File: src/rtl/cpu_alu_with_flags_defines.svh
// assertion macros shared by the alu rtl
`ifndef CPU_ALU_WITH_FLAGS_DEFINES_SVH
`define CPU_ALU_WITH_FLAGS_DEFINES_SVH

`ifndef SYNTH
// check a property on every clock edge outside reset
`define ALU_ASSERT(label, prop) \
  label: assert property (@(posedge clk_i) disable iff (!rst_ni) (prop)) \
    else $error("alu assertion failed");
// check a property on every clock edge, reset included
`define ALU_ASSERT_ALWAYS(label, prop) \
  label: assert property (@(posedge clk_i) (prop)) \
    else $error("alu assertion failed during reset");
`else
`define ALU_ASSERT(label, prop)
`define ALU_ASSERT_ALWAYS(label, prop)
`endif

`endif

File: src/rtl/cpualu_pkg.sv
// types and operation codes of the alu
`default_nettype none

package cpualu_pkg;

  // operation codes
  localparam logic [4:0] FUNC_ADD   = 5'd0;
  localparam logic [4:0] FUNC_ADC   = 5'd1;
  localparam logic [4:0] FUNC_SUB   = 5'd2;
  localparam logic [4:0] FUNC_SBC   = 5'd3;
  localparam logic [4:0] FUNC_AND   = 5'd4;
  localparam logic [4:0] FUNC_OR    = 5'd5;
  localparam logic [4:0] FUNC_XOR   = 5'd6;
  localparam logic [4:0] FUNC_INC   = 5'd7;
  localparam logic [4:0] FUNC_DEC   = 5'd8;
  localparam logic [4:0] FUNC_ADD16 = 5'd9;
  localparam logic [4:0] FUNC_ADDSP = 5'd10;
  localparam logic [4:0] FUNC_DAA   = 5'd11;
  localparam logic [4:0] FUNC_BIT   = 5'd12;
  localparam logic [4:0] FUNC_SLA   = 5'd13;
  localparam logic [4:0] FUNC_SRL   = 5'd14;
  localparam logic [4:0] FUNC_SRA   = 5'd15;
  localparam logic [4:0] FUNC_RLC   = 5'd16;
  localparam logic [4:0] FUNC_RL    = 5'd17;
  localparam logic [4:0] FUNC_RRC   = 5'd18;
  localparam logic [4:0] FUNC_RR    = 5'd19;
  localparam logic [4:0] FUNC_SWAP  = 5'd20;

  // flag positions in the packed z n h c nibble
  localparam int unsigned FLAG_Z = 3;
  localparam int unsigned FLAG_N = 2;
  localparam int unsigned FLAG_H = 1;
  localparam int unsigned FLAG_C = 0;

  // decimal adjust constants
  localparam logic [7:0] DAA_LO_ADJ = 8'h06;
  localparam logic [7:0] DAA_HI_ADJ = 8'h60;
  localparam logic [3:0] DAA_LO_MAX = 4'h9;
  localparam logic [7:0] DAA_HI_MAX = 8'h99;

  typedef struct packed {
    logic [4:0]  func;
    logic [15:0] operand_a;
    logic [15:0] operand_b;
    logic [2:0]  bit_index;
    logic [3:0]  flags_in;
  } alu_req_t;

  typedef struct packed {
    logic [15:0] result;
    logic [3:0]  flags_out;
    logic        bit_tested;
  } alu_rsp_t;

endpackage

`default_nettype wire

File: src/rtl/cpu_alu_with_flags.sv
// sm83 style alu with flags, input register and result register
//
//   channel  | valid       | stall       | request
//   ---------+-------------+-------------+------------
//   input    | in_valid_i  | in_stall_o  | in_req_i
//   output   | out_valid_o | out_stall_i | out_req_o
//
// an accepted request passes through the input register and then the result
// register before it reaches the output. one request is taken per cycle while
// in_stall_o is low; the single pass of alu logic between the two registers sets that.
// reset clears both valid bits. an output stall holds the result register and
// stalls the input only once the input register is also full.
`default_nettype none
`include "cpu_alu_with_flags_defines.svh"

module cpu_alu_with_flags
  import cpualu_pkg::*;
(
  input  wire logic     clk_i,
  input  wire logic     rst_ni,
  input  wire logic     in_valid_i,
  output logic          in_stall_o,
  input  wire alu_req_t in_req_i,
  output logic          out_valid_o,
  input  wire logic     out_stall_i,
  output alu_rsp_t      out_req_o
);

  logic     req_valid_q;
  alu_req_t req_q;
  logic     rsp_valid_q;
  alu_rsp_t rsp_q;
  logic     out_free;
  logic     in_take;
  alu_rsp_t rsp_d;

  // pipeline flow control
  assign out_free   = !rsp_valid_q || !out_stall_i;
  assign in_stall_o = req_valid_q && !out_free;
  assign in_take    = in_valid_i && !in_stall_o;

  // input register
  always_ff @(posedge clk_i or negedge rst_ni) begin
    if (!rst_ni) begin
      req_valid_q <= 1'b0;
    end else if (!req_valid_q || out_free) begin
      req_valid_q <= in_valid_i;
    end
  end

  always_ff @(posedge clk_i) begin
    if (in_take) begin
      req_q <= in_req_i;
    end
  end

  // operand slices
  logic [7:0]  a;
  logic [7:0]  b;
  logic        cin;
  logic        carry_c;
  logic        borrow_c;
  logic [8:0]  add_sum;
  logic [4:0]  add_half;
  logic [8:0]  sub_diff;
  logic [4:0]  sub_half;
  logic [16:0] add16_sum;
  logic [12:0] add16_half;
  logic [15:0] addsp_sum;
  logic [7:0]  daa_adj;
  logic [7:0]  daa_res;
  logic        daa_c;

  assign a   = req_q.operand_a[7:0];
  assign b   = req_q.operand_b[7:0];
  assign cin = req_q.flags_in[FLAG_C];

  // carry in only for adc and sbc
  assign carry_c  = (req_q.func == FUNC_ADC) ? cin : 1'b0;
  assign borrow_c = (req_q.func == FUNC_SBC) ? cin : 1'b0;

  // 8-bit adder and subtractor with nibble carries
  assign add_sum  = {1'b0, a} + {1'b0, b} + {8'd0, carry_c};
  assign add_half = {1'b0, a[3:0]} + {1'b0, b[3:0]} + {4'd0, carry_c};
  assign sub_diff = {1'b0, a} - {1'b0, b} - {8'd0, borrow_c};
  assign sub_half = {1'b0, a[3:0]} - {1'b0, b[3:0]} - {4'd0, borrow_c};

  // 16-bit adds
  assign add16_sum  = {1'b0, req_q.operand_a} + {1'b0, req_q.operand_b};
  assign add16_half = {1'b0, req_q.operand_a[11:0]} + {1'b0, req_q.operand_b[11:0]};
  assign addsp_sum  = req_q.operand_a + {{8{b[7]}}, b};

  // decimal adjust
  always_comb begin
    daa_adj = 8'd0;
    daa_c   = cin;
    if (req_q.flags_in[FLAG_N]) begin
      if (req_q.flags_in[FLAG_H]) daa_adj = daa_adj | DAA_LO_ADJ;
      if (req_q.flags_in[FLAG_C]) daa_adj = daa_adj | DAA_HI_ADJ;
      daa_res = a - daa_adj;
    end else begin
      daa_c = 1'b0;
      if (req_q.flags_in[FLAG_H] || (a[3:0] > DAA_LO_MAX)) daa_adj = daa_adj | DAA_LO_ADJ;
      if (req_q.flags_in[FLAG_C] || (a > DAA_HI_MAX)) begin
        daa_adj = daa_adj | DAA_HI_ADJ;
        daa_c   = 1'b1;
      end
      daa_res = a + daa_adj;
    end
  end

  // result and flag select
  always_comb begin
    logic [7:0] r8;
    r8              = 8'd0;
    rsp_d.result    = 16'd0;
    rsp_d.flags_out = req_q.flags_in;
    rsp_d.bit_tested = 1'b0;
    case (req_q.func)
      FUNC_ADD, FUNC_ADC: begin
        r8 = add_sum[7:0];
        rsp_d.flags_out = {r8 == 8'd0, 1'b0, add_half[4], add_sum[8]};
      end
      FUNC_SUB, FUNC_SBC: begin
        r8 = sub_diff[7:0];
        rsp_d.flags_out = {r8 == 8'd0, 1'b1, sub_half[4], sub_diff[8]};
      end
      FUNC_AND: begin
        r8 = a & b;
        rsp_d.flags_out = {r8 == 8'd0, 1'b0, 1'b1, 1'b0};
      end
      FUNC_OR: begin
        r8 = a | b;
        rsp_d.flags_out = {r8 == 8'd0, 3'b000};
      end
      FUNC_XOR: begin
        r8 = a ^ b;
        rsp_d.flags_out = {r8 == 8'd0, 3'b000};
      end
      FUNC_INC: begin
        r8 = b + 8'd1;
        rsp_d.flags_out = {r8 == 8'd0, 1'b0, b[3:0] == 4'hF, cin};
      end
      FUNC_DEC: begin
        r8 = b - 8'd1;
        rsp_d.flags_out = {r8 == 8'd0, 1'b1, b[3:0] == 4'h0, cin};
      end
      FUNC_DAA: begin
        r8 = daa_res;
        rsp_d.flags_out = {r8 == 8'd0, req_q.flags_in[FLAG_N], 1'b0, daa_c};
      end
      FUNC_BIT: begin
        rsp_d.bit_tested = b[req_q.bit_index];
        rsp_d.flags_out  = {!b[req_q.bit_index], 1'b0, 1'b1, cin};
      end
      FUNC_SLA: begin
        r8 = {b[6:0], 1'b0};
        rsp_d.flags_out = {r8 == 8'd0, 2'b00, b[7]};
      end
      FUNC_SRL: begin
        r8 = {1'b0, b[7:1]};
        rsp_d.flags_out = {r8 == 8'd0, 2'b00, b[0]};
      end
      FUNC_SRA: begin
        r8 = {b[7], b[7:1]};
        rsp_d.flags_out = {r8 == 8'd0, 2'b00, b[0]};
      end
      FUNC_RLC: begin
        r8 = {b[6:0], b[7]};
        rsp_d.flags_out = {r8 == 8'd0, 2'b00, b[7]};
      end
      FUNC_RL: begin
        r8 = {b[6:0], cin};
        rsp_d.flags_out = {r8 == 8'd0, 2'b00, b[7]};
      end
      FUNC_RRC: begin
        r8 = {b[0], b[7:1]};
        rsp_d.flags_out = {r8 == 8'd0, 2'b00, b[0]};
      end
      FUNC_RR: begin
        r8 = {cin, b[7:1]};
        rsp_d.flags_out = {r8 == 8'd0, 2'b00, b[0]};
      end
      FUNC_SWAP: begin
        r8 = {b[3:0], b[7:4]};
        rsp_d.flags_out = {r8 == 8'd0, 3'b000};
      end
      default: begin
        r8 = 8'd0;
      end
    endcase
    rsp_d.result = {8'd0, r8};
    // 16-bit operations override the byte result
    if (req_q.func == FUNC_ADD16) begin
      rsp_d.result    = add16_sum[15:0];
      rsp_d.flags_out = {req_q.flags_in[FLAG_Z], 1'b0, add16_half[12], add16_sum[16]};
    end else if (req_q.func == FUNC_ADDSP) begin
      rsp_d.result    = addsp_sum;
      rsp_d.flags_out = {2'b00, add_half[4], add_sum[8]};
    end
  end

  // result register
  always_ff @(posedge clk_i or negedge rst_ni) begin
    if (!rst_ni) begin
      rsp_valid_q <= 1'b0;
    end else if (out_free) begin
      rsp_valid_q <= req_valid_q;
    end
  end

  always_ff @(posedge clk_i) begin
    if (out_free && req_valid_q) begin
      rsp_q <= rsp_d;
    end
  end

  assign out_valid_o = rsp_valid_q;
  assign out_req_o   = rsp_q;

  // checks
  `ALU_ASSERT(stall_only_when_full, in_stall_o |-> (req_valid_q && rsp_valid_q && out_stall_i))
  `ALU_ASSERT(take_lands_in_reg, in_take |=> (req_valid_q && (req_q == $past(in_req_i))))
  `ALU_ASSERT(reg_moves_to_out, (req_valid_q && out_free) |=> (out_valid_o && (rsp_q == $past(rsp_d))))
  `ALU_ASSERT(bit_only_on_test, (req_valid_q && rsp_d.bit_tested) |-> (req_q.func == FUNC_BIT))
  `ALU_ASSERT_ALWAYS(reset_empties, !rst_ni |=> (!req_valid_q && !rsp_valid_q))

endmodule

`default_nettype wire

File: config.mk
export PLATFORM = sky130hd
export DESIGN_NAME = cpu_alu_with_flags
export DESIGN_NICKNAME = d
export VERILOG_FILES = /design/src/rtl/cpualu_pkg.sv /design/src/rtl/cpu_alu_with_flags.sv
export VERILOG_INCLUDE_DIRS = /design/src /design/src/rtl
export SDC_FILE = /design/constraint.sdc
export NUM_CORES = 1
export LEC_CHECK = 0
export BUFFER_PORTS_ARGS = -buffer_cell sky130_fd_sc_hd__buf_2
export CORE_ASPECT_RATIO = 1.4
export CORE_MARGIN = 5
export CORE_UTILIZATION = 45
export CTS_CLUSTER_SIZE = 16
export DETAILED_ROUTE_END_ITERATION = 12
export PLACE_DENSITY = 0.7
export SLEW_MARGIN = 5
export SYNTH_ARGS = -nofsm -noshare
export SYNTH_HDL_FRONTEND = slang
export SYNTH_SLANG_ARGS = --single-unit
export TNS_END_PERCENT = 5
File: constraint.sdc
create_clock -name clk_i -period 8.66 [get_ports clk_i]
set_input_delay 1.299 -clock clk_i [delete_from_list [all_inputs] [get_ports clk_i]]
set_output_delay 1.299 -clock clk_i [all_outputs]
set_load 0.1 [all_outputs]
==> flow_summary.json <==
{
  "power_density_mw_per_mm2": 182,
  "worst_pin_slew_ps": 1330,
  "fin_crit_sh": 0.439,
  "hold_start": "req_valid_q$_DFFE_PN0N_",
  "avgSynthCellArea_um2": 9.10,
  "avgViaCountPerCell": 6.27,
  "setup_viol": 0,
  "core_mm2": 0.0133,
  "ant_nets": 0,
  "postCtsResizedCells": 0,
  "place_hpwl_um": 15500,
  "synth_area_leader_cell": "edfxtp_1",
  "synth_area_mm2": 0.00604,
  "mostFrequentLayoutCells": "buf_2, edfxtp_1, ha_1, nand2_1, nor2_1",
  "cts_setup_buffers": 0,
  "drc_errors": 0,
  "io_buffer_count": 70,
  "final_util": 0.514,
  "hold_buffers": 0,
  "via_count": 5634,
  "finalHoldViolCount": 0,
  "swShare": 0.361,
  "yosysTopAreaCellShare": 0.323,
  "syn-num-nets": 775,
  "drt-total-wl_um": 20200,
  "htreeDepth": 3,
  "critPathMaxFanout": 18,
  "clock-root-buffer": "clkbuf_16",
  "clkTransAtPathRegs_ps": 60,
  "internal_power_w": 0.000795,
  "yosysSeqAreaShare": 0.332,
  "grt_pass1_wl_um": 31100,
  "cts_sinks": 67,
  "switching_power_w": 0.000450,
  "status": "finished, final reports clean",
  "num_rows": 50,
  "gp_congestion": 1.02,
  "die_h_um": 147,
  "gr-total-overflow": 0,
  "worst_clock_skew_ps": 9.40,
  "grt_max_degree": 45,
  "synth_seq_cells": 67,
  "synth.distinct_cells": 72,
  "io_pins": 71,
  "ys.warnings.count": 0,
  "clock_power_share": 0.345,
  "cts_buffer_depth": 2,
  "maxSlewViolCount": 0,
  "worst-setup-path-type": "reg -> reg",
  "wl_per_cell_um": 22.4,
  "rsz0062_at_grt": "false",
  "tns_ps": 0,
  "leakage_nw": 2.72,
  "relSlewSlack": 0.107,
  "syn_to_final_growth_pct": 13.0,
  "tritoncts": "yes",
  "cp_data_arrival_time_ps": 3870,
  "die_w_um": 108,
  "async_flop_share": 0.0299,
  "seqPwrFrac": 0.334,
  "cp-end-kind": "flip-flop",
  "critPathLaunchType": "flip-flop",
  "reg2reg_from": "req_q[43]$_DFFE_PP_",
  "final_common_cell": "buf_2",
  "fp.dieArea_mm2": 0.0159,
  "nets": 824,
  "worstSkewPairLatency_ps": 340,
  "synth_area_leaders": "edfxtp_1, ha_1, a21oi_1",
  "cp.required_ps": 8730,
  "synth_flop_cell": "edfxtp_1",
  "synth-edff-count": 65,
  "grt.total_usage": 0.258,
  "combPwrFrac": 0.321,
  "netlist_instances": 663,
  "critPathLaunch": "req_q[43]$_DFFE_PP_",
  "dr.pass1.iters": 6,
  "diodes": 0,
  "initial_core_util": 0.455,
  "cap_viol_max_count": 0,
  "min-delay-path-class": "reg -> reg",
  "grt_antenna_before_repair": 0,
  "drtIter0Drc": 571,
  "grt_pass1_vias": 5603,
  "max_freq_mhz": 263,
  "numCtsBuffers": 9,
  "min_period_ps": 3800,
  "layout-drive-gt1-share": 0.156,
  "irDropWorstVdd_mv": 0.118
}
## power by group through the flow
stage | Clock [W] | Sequential, W | Combinational [W]
final | 0.000430 | 0.000416 | 0.000399
after global routing | 0.000449 | 0.000419 | 0.000430
after CTS | 0.000435 | 0.000416 | 0.000397
after detailed placement | 0 | 0.000422 | 0.000395
after global placement | 0 | 0.000422 | 0.000391
after floorplan | 0 | 0.000482 | 0.000234
## worst paths after layout
check                                          endpoint  depth (start not counted)  slack (ps)
worst max register to register  out_req_o[11]$_DFFE_PP_                         10        4860
max in group asynchronous       out_valid_o$_DFFE_PN0P_                          1        7830
worst max-delay path            out_req_o[11]$_DFFE_PP_                         10        4860
worst min-delay path            out_valid_o$_DFFE_PN0P_                          1         490
min in group asynchronous       req_valid_q$_DFFE_PN0N_                          1         740
worst min register to register  out_valid_o$_DFFE_PN0P_                          1         490
## layer usage
layer,up-vias,wire (µm),global-route usage
li1,2611,-,-
met1,2643,7300,0.296
met2,308,9880,0.429
met3,72,1680,0.0523
met4,0,1300,0.167
met5,-,0,0
## final cells by class
cell class                 count  area, µm²
clock inverter                 6        115
inverter                      39        146
tap                          182        228
fill                        1296       6440
multi-input combinational    521       3720
sequential                    67       2000
timing repair buffer          74        380
clock buffer                   9        225
## synthesized netlist by cell type, drive strengths merged (8+ instances only)
cell type	number
a21oi	40
o22ai	12
clkbuf	20
a221oi	14
inv	39
nand3	20
o21ai	35
xnor2	21
nand2	53
o21a	9
ha	59
nor2	52
xor2	18
a21o	8
nor4	10
a31oi	11
a22oi	10
nor3	17
edfxtp	65
nand4	15
buf	16
## per-stage QoR
| stage | std cells | power [W] | instance area [µm²] | hold WS (ps) | setup WS [ps] |
|---|---|---|---|---|---|
| 2_1_floorplan | 663 | 0.000717 | 6040 | 443 | 5210 |
| 3_3_place_gp | 883 | 0.000813 | 6480 | 459 | 5060 |
| 3_5_place_dp | 883 | 0.000817 | 6480 | 483 | 4910 |
| 4_1_cts | 898 | 0.00125 | 6820 | 489 | 4900 |
| 5_1_grt | 898 | 0.00130 | 6820 | 519 | 4640 |
| 6_report | 898 | 0.00124 | 6820 | 491 | 4860 |
## critical path: stages, from the launching register on
cell and delay, ps:
edfxtp_1 630, nor3_4 430, nand4_1 170, fa_1 490, fa_1 450, o21a_1 210
nor2_1 220, o21ai_0 190, xor2_1 200, a221oi_1 350, o221ai_1 180
## registers in the layout, indices dropped and copies added, names as in the netlist
register,count
out_req_o,21
req_valid_q,1
b,8
req_q,27
a,8
out_valid_o,1
cin,1
## logic make-up after synthesis
logic type	after synthesis	synth area share
buffers and inverters	75	0.0520
DFF	67	0.332
muxes	10	0.0209
AOI/OAI and AO/OA	197	0.224
and+or+nand+nor	211	0.176
xor gates and xnor gates	39	0.0566
adders and majority gates	64	0.139
(Power assumes the default switching activity.)
